## src/design/region_sum_sorted_report_unit_assert.svh

```systemverilog
// assertion macros for the region sum report unit
// used by rssr_div and region_sum_sorted_report_unit
`ifndef REGION_SUM_SORTED_REPORT_UNIT_ASSERT_SVH
`define REGION_SUM_SORTED_REPORT_UNIT_ASSERT_SVH

// implication checked on every clock edge outside reset
`define RSSR_ASSERT_IMP(label, clk, rst_n, cond, prop, msg) \
    label: assert property (@(posedge clk) disable iff (!rst_n) (cond) |-> (prop)) \
        else $error(msg);

// next-cycle implication
`define RSSR_ASSERT_NEXT(label, clk, rst_n, cond, prop, msg) \
    label: assert property (@(posedge clk) disable iff (!rst_n) (cond) |=> (prop)) \
        else $error(msg);

`endif

```

## src/design/rssr_pkg.sv

```systemverilog
// types and constants for the region sum report unit
// no dependencies
`timescale 1ns / 1ps

package rssr_pkg;

    localparam logic [1:0] CMD_ADD  = 2'd0;
    localparam logic [1:0] CMD_ASC  = 2'd1;
    localparam logic [1:0] CMD_DESC = 2'd2;

    localparam int TOTAL_W = 32;
    localparam int COUNT_W = 16;
    localparam int AVG_W   = 16;

    typedef struct packed {
        logic [1:0]  command;
        logic [3:0]  region;
        logic [15:0] rain_amount;
        logic [15:0] past_rain_amount;
    } cmd_item_t;

    typedef struct packed {
        logic [4:0]  region_id;
        logic [31:0] total_rain;
        logic [15:0] average_rain;
        logic [15:0] average_difference;
        logic        no_data;
        logic        last;
    } report_item_t;

    typedef struct packed {
        logic        start;
        logic [31:0] dividend;
        logic [15:0] divisor;
    } div_req_t;

    typedef struct packed {
        logic        busy;
        logic        done;
        logic [15:0] quotient;
    } div_rsp_t;

endpackage

```

## src/design/rssr_div.sv

```systemverilog
// restoring divider, one quotient bit per cycle, result clamped to 16 bits
// depends on rssr_pkg and the assertion header
`timescale 1ns / 1ps
`include "region_sum_sorted_report_unit_assert.svh"

module rssr_div
    import rssr_pkg::*;
(
    input  logic     clk,
    input  logic     rst_n,
    input  div_req_t req,
    output div_rsp_t rsp
);

    logic [31:0] quot_reg, quot_next;
    logic [16:0] rem_reg, rem_next;
    logic [15:0] dsr_reg, dsr_next;
    logic [5:0]  cnt_reg, cnt_next;
    logic        busy_reg, busy_next;
    logic        done_reg, done_next;
    logic [16:0] shifted;
    logic [16:0] diff;

    always_comb
    begin
        quot_next = quot_reg;
        rem_next  = rem_reg;
        dsr_next  = dsr_reg;
        cnt_next  = cnt_reg;
        busy_next = busy_reg;
        done_next = 1'b0;
        shifted   = {rem_reg[15:0], quot_reg[31]};
        diff      = shifted - {1'b0, dsr_reg};
        if (req.start)
        begin
            quot_next = req.dividend;
            rem_next  = '0;
            dsr_next  = req.divisor;
            cnt_next  = 6'd32;
            busy_next = 1'b1;
        end
        else if (busy_reg)
        begin
            if (!diff[16])
            begin
                rem_next  = diff;
                quot_next = {quot_reg[30:0], 1'b1};
            end
            else
            begin
                rem_next  = shifted;
                quot_next = {quot_reg[30:0], 1'b0};
            end
            cnt_next = cnt_reg - 6'd1;
            if (cnt_reg == 6'd1)
            begin
                busy_next = 1'b0;
                done_next = 1'b1;
            end
        end
    end

    always_ff @(posedge clk or negedge rst_n)
    begin
        if (!rst_n)
        begin
            busy_reg <= 1'b0;
            done_reg <= 1'b0;
            cnt_reg  <= '0;
        end
        else
        begin
            busy_reg <= busy_next;
            done_reg <= done_next;
            cnt_reg  <= cnt_next;
        end
    end

    always_ff @(posedge clk)
    begin
        quot_reg <= quot_next;
        rem_reg  <= rem_next;
        dsr_reg  <= dsr_next;
    end

    assign rsp.busy     = busy_reg;
    assign rsp.done     = done_reg;
    assign rsp.quotient = (quot_reg[31:16] != 16'd0) ? 16'hFFFF : quot_reg[15:0];

    `RSSR_ASSERT_NEXT(a_div_start_busy, clk, rst_n, req.start, busy_reg, "divider did not start")
    `RSSR_ASSERT_IMP(a_div_done_idle, clk, rst_n, done_reg, !busy_reg, "done while busy")
    `RSSR_ASSERT_IMP(a_div_cnt, clk, rst_n, busy_reg, cnt_reg != 6'd0, "busy with zero count")

endmodule

```

## config.mk

```make
export PLATFORM = sky130hd
export DESIGN_NAME = rssr_div
export DESIGN_NICKNAME = d
export VERILOG_FILES = /design/src/design/rssr_pkg.sv /design/src/design/rssr_div.sv
export VERILOG_INCLUDE_DIRS = /design/src /design/src/design
export SDC_FILE = /design/constraint.sdc
export NUM_CORES = 1
export LEC_CHECK = 0
export BUFFER_PORTS_ARGS = -buffer_cell sky130_fd_sc_hd__buf_2
export CELL_PAD_IN_SITES_DETAIL_PLACEMENT = 0
export CELL_PAD_IN_SITES_GLOBAL_PLACEMENT = 1
export CORE_MARGIN = 3
export CORE_UTILIZATION = 44
export CTS_CLUSTER_DIAMETER = 120
export DETAILED_ROUTE_END_ITERATION = 10
export GPL_TIMING_DRIVEN = 0
export PLACE_DENSITY = 0.82
export SLEW_MARGIN = 30
export SYNTH_ARGS = -nofsm -noshare
export SYNTH_HDL_FRONTEND = slang
export SYNTH_SLANG_ARGS = --single-unit
```

## constraint.sdc

```tcl
create_clock -name clk -period 3.1 [get_ports clk]
set_clock_uncertainty 0.2 [all_clocks]
set_input_delay 0.155 -clock clk [delete_from_list [all_inputs] [get_ports clk]]
set_output_delay 0.155 -clock clk [all_outputs]
set_load 0.02 [all_outputs]
```

==> impl_metrics.yaml <==
placed_design:
  place_ws_ps: 61.34
  portBuffers: 68
  gp_congestion: 0.8181
  post-place-cells: 501
  dp_hpwl_mm: 5.583
critical_path:
  worstPathMaxFanout: 10
  slowest_stage: "fa_1"
  r2r_slack_ps: 150
  critPathRequiredTime_ps: 3110
  crit_buf_inv: 3
  slowest_delay_ps: 400
  path_cells: "inv_1, ha_1, fa_1, nand2b_1, a21oi_2, o21ai_2, o21ai_4, xor2_4, buf_12, buf_8, mux2i_1, a211oi_1"
  r2r_end: "rem_reg[9]"
  timing.reg2reg.worst_path_depth: 12
  crit_family: "adder cells"
  r2r_start: "quot_reg[31]"
  cp.arrival_ps: 2960
  cp-start-kind: "flop"
  crit_type: "reg -> reg"
  cp-end-kind: "flop"
floorplanning:
  core_area_um2: 8341
  dieArea_um2: 9862
  die_h_um: 99.31
  row_count: 33
  io_pins: 69
  die_w_um: 99.31
  start_util: 0.4593
synth:
  synth-seq-area-share: 0.5121
  post-synth-top-count-cell: "edfxtp_1"
  synthDistinctLibCells: 49
  synth_common_cells: "edfxtp_1, mux2_2, nor2_1"
  synth-adder-area-share: 0.06401
  syn_inst: 328
  synth_top_family_by_area: "multiplexers"
  ys_top_cells_by_area: "edfxtp_1, mux2_2, dfxtp_1"
  syn_area_um2: 3831
  synth.area.mux_share: 0.1339
  synth_flop_cell: "edfxtp_1"
  ys_seq_elements: 72
  syn_nets: 398
  yosys.area.top_type: "edfxtp_1"
  ys_warn_count: 0
  syn_area_per_cell_um2: 11.68
  yosys.area.top_type_share: 0.3762
  synth-edff-count: 48
  ys_async_sr_fraction: 0.1111
  synth-xor-area-share: 0.04833
  synthSimpleGateAreaFrac: 0.09961
  synth_compound_area_frac: 0.1022
timing:
  finalCriticalPeriod_ps: 2949
  layout_setup_ws_ps: 151.3
  finalHoldViolations: 0
  finalSetupTns_ps: 0
  setup_violations: 0
  fmax_mhz: 339.1
  timing.slew.headroom: 0.5289
  worst_pin_slew_ps: 705.7
  drv_slew: 0
  rsz0062_at_grt: "false"
  min_period_over_period: 0.9512
clocking:
  clock_sinks: 72
  clk_path_buf_depth: 2
  path_clk_slew_ps: 80
  cts_made_buffers: 9
  cts-root-buf: "clkbuf_8"
  worstSkewPairLatency_ps: 350
  tritoncts: "built"
  postCtsResizedCells: 0
  cts_htree_levels: 3
pwr:
  p_sw_mw: 1.253
  intPower_mw: 2.571
  sw_frac_of_total: 0.3277
  peakVddDrop_mv: 0.3606
  comb_power_share: 0.393
  clock_power_share: 0.236
  power.density_nw_per_um2: 750.2
  p_leak_nw: 2.129
  p_seq_frac: 0.370
detailed_routing:
  wl_met2_mm: 3.927
  wl_mm: 8.157
  dr_wl_met3_um: 323
  wl_met1_mm: 3.800
  top_layer_used: "met4"
  antenna_left: 0
  drt_iter0_drc: 119
  via_per_inst: 5.033
  firstDrtPassIters: 4
  via_count: 2879
  route.detailed.drc: 0
  route.detailed.wl_per_inst_um: 14.26
layout:
  post_route_cells_drive_above_1_share: 0.3148
  largest_register_ff_count: 32
  antenna_cells: 0
  areaGrowthSynthToFinish_pct: 33.05
  final_util: 0.6112
  stdcell_count: 572
  nNetsFinal: 532
hold_path:
  hold_depth: 1
  min_to: "dsr_reg[7]"
  hp-start: "req[48]"
  hold_class: "in -> reg"
grt:
  overflow: 0
  grt_max_degree: 34
  track_usage: 0.1726
  antenna_found_initial: 0
  grt_pass1_vias: 2811
  grt_pass1_wl_mm: 13.51
job:
  drv_cap: 0
run_status:
  outcome: "finished clean"
stage by stage:
step	power (mW)	area, um2	hold WS [ps]
2_1_floorplan	2.506	3831	-340.6
3_3_place_gp	2.763	4303	-193.3
3_5_place_dp	2.789	4303	-191.6
4_1_cts	3.741	5047	66.68
5_1_grt	4.089	5097	89.07
6_report	3.824	5097	75.34
power groups by stage:
stage | clock [mW] | combinational, mW | sequential (mW)
after global routing | 0.959 | 1.68 | 1.45
after global placement | 0 | 1.33 | 1.43
after CTS | 0.917 | 1.41 | 1.42
after detailed placement | 0 | 1.35 | 1.44
after floorplan | 0 | 1.12 | 1.38
final | 0.904 | 1.50 | 1.42
per-layer routing:
metal,vias to the layer above,track usage
met3,10,0.03015
met2,65,0.2836
li1,1453,-
met4,0,0.06303
met1,1351,0.2294
met5,-,0
final cells by class:
type | count | area [um2]
fillers | 661 | 3243
flip-flops and latches | 72 | 1962
multi-input cells | 221 | 1717
repair buffers | 123 | 890.9
well taps | 105 | 131.4
clock buffers | 9 | 123.9
clock inverters | 7 | 120.1
plain buffers | 15 | 77.57
inverters | 20 | 75.07
cells by family after synthesis:
family                     after synthesis
adders and majority gates               19
buffers and inverters                   35
xor gates and xnor gates                19
AOI/OAI and AO/OA                       60
DFF                                     72
muxes                                   47
and+or+nand+nor                         76
worst max path at each step:
| stage | from | depth (start not counted) | to |
|---|---|---|---|
| global placement | req[48] | 5 | quot_reg[11] |
| CTS | quot_reg[31] | 11 | rem_reg[9] |
| global route | quot_reg[31] | 12 | rem_reg[9] |
| detailed placement | quot_reg[31] | 11 | rem_reg[9] |
| floorplan | quot_reg[31] | 11 | rem_reg[8] |
| finish | quot_reg[31] | 12 | rem_reg[9] |
layout by cell type, fill, tap and decap left out, types with 16 or more instances in the layout:
cell type and instances:
or2_2 16, ha_1 18, nor2_1 22, edfxtp_1 48, mux2_2 33, nand2_1 18
inv_1 19, buf_2 69, dfxtp_1 16, dlygate4sd3_1 50, a21oi_1 17
what timing repair did:
item,CTS,global route
buffers inserted,0,5
hold buffers,50,0
endpoints found under the hold margin,56,0
setup endpoints to repair,0,10
Power figures use the tool's default switching activity.
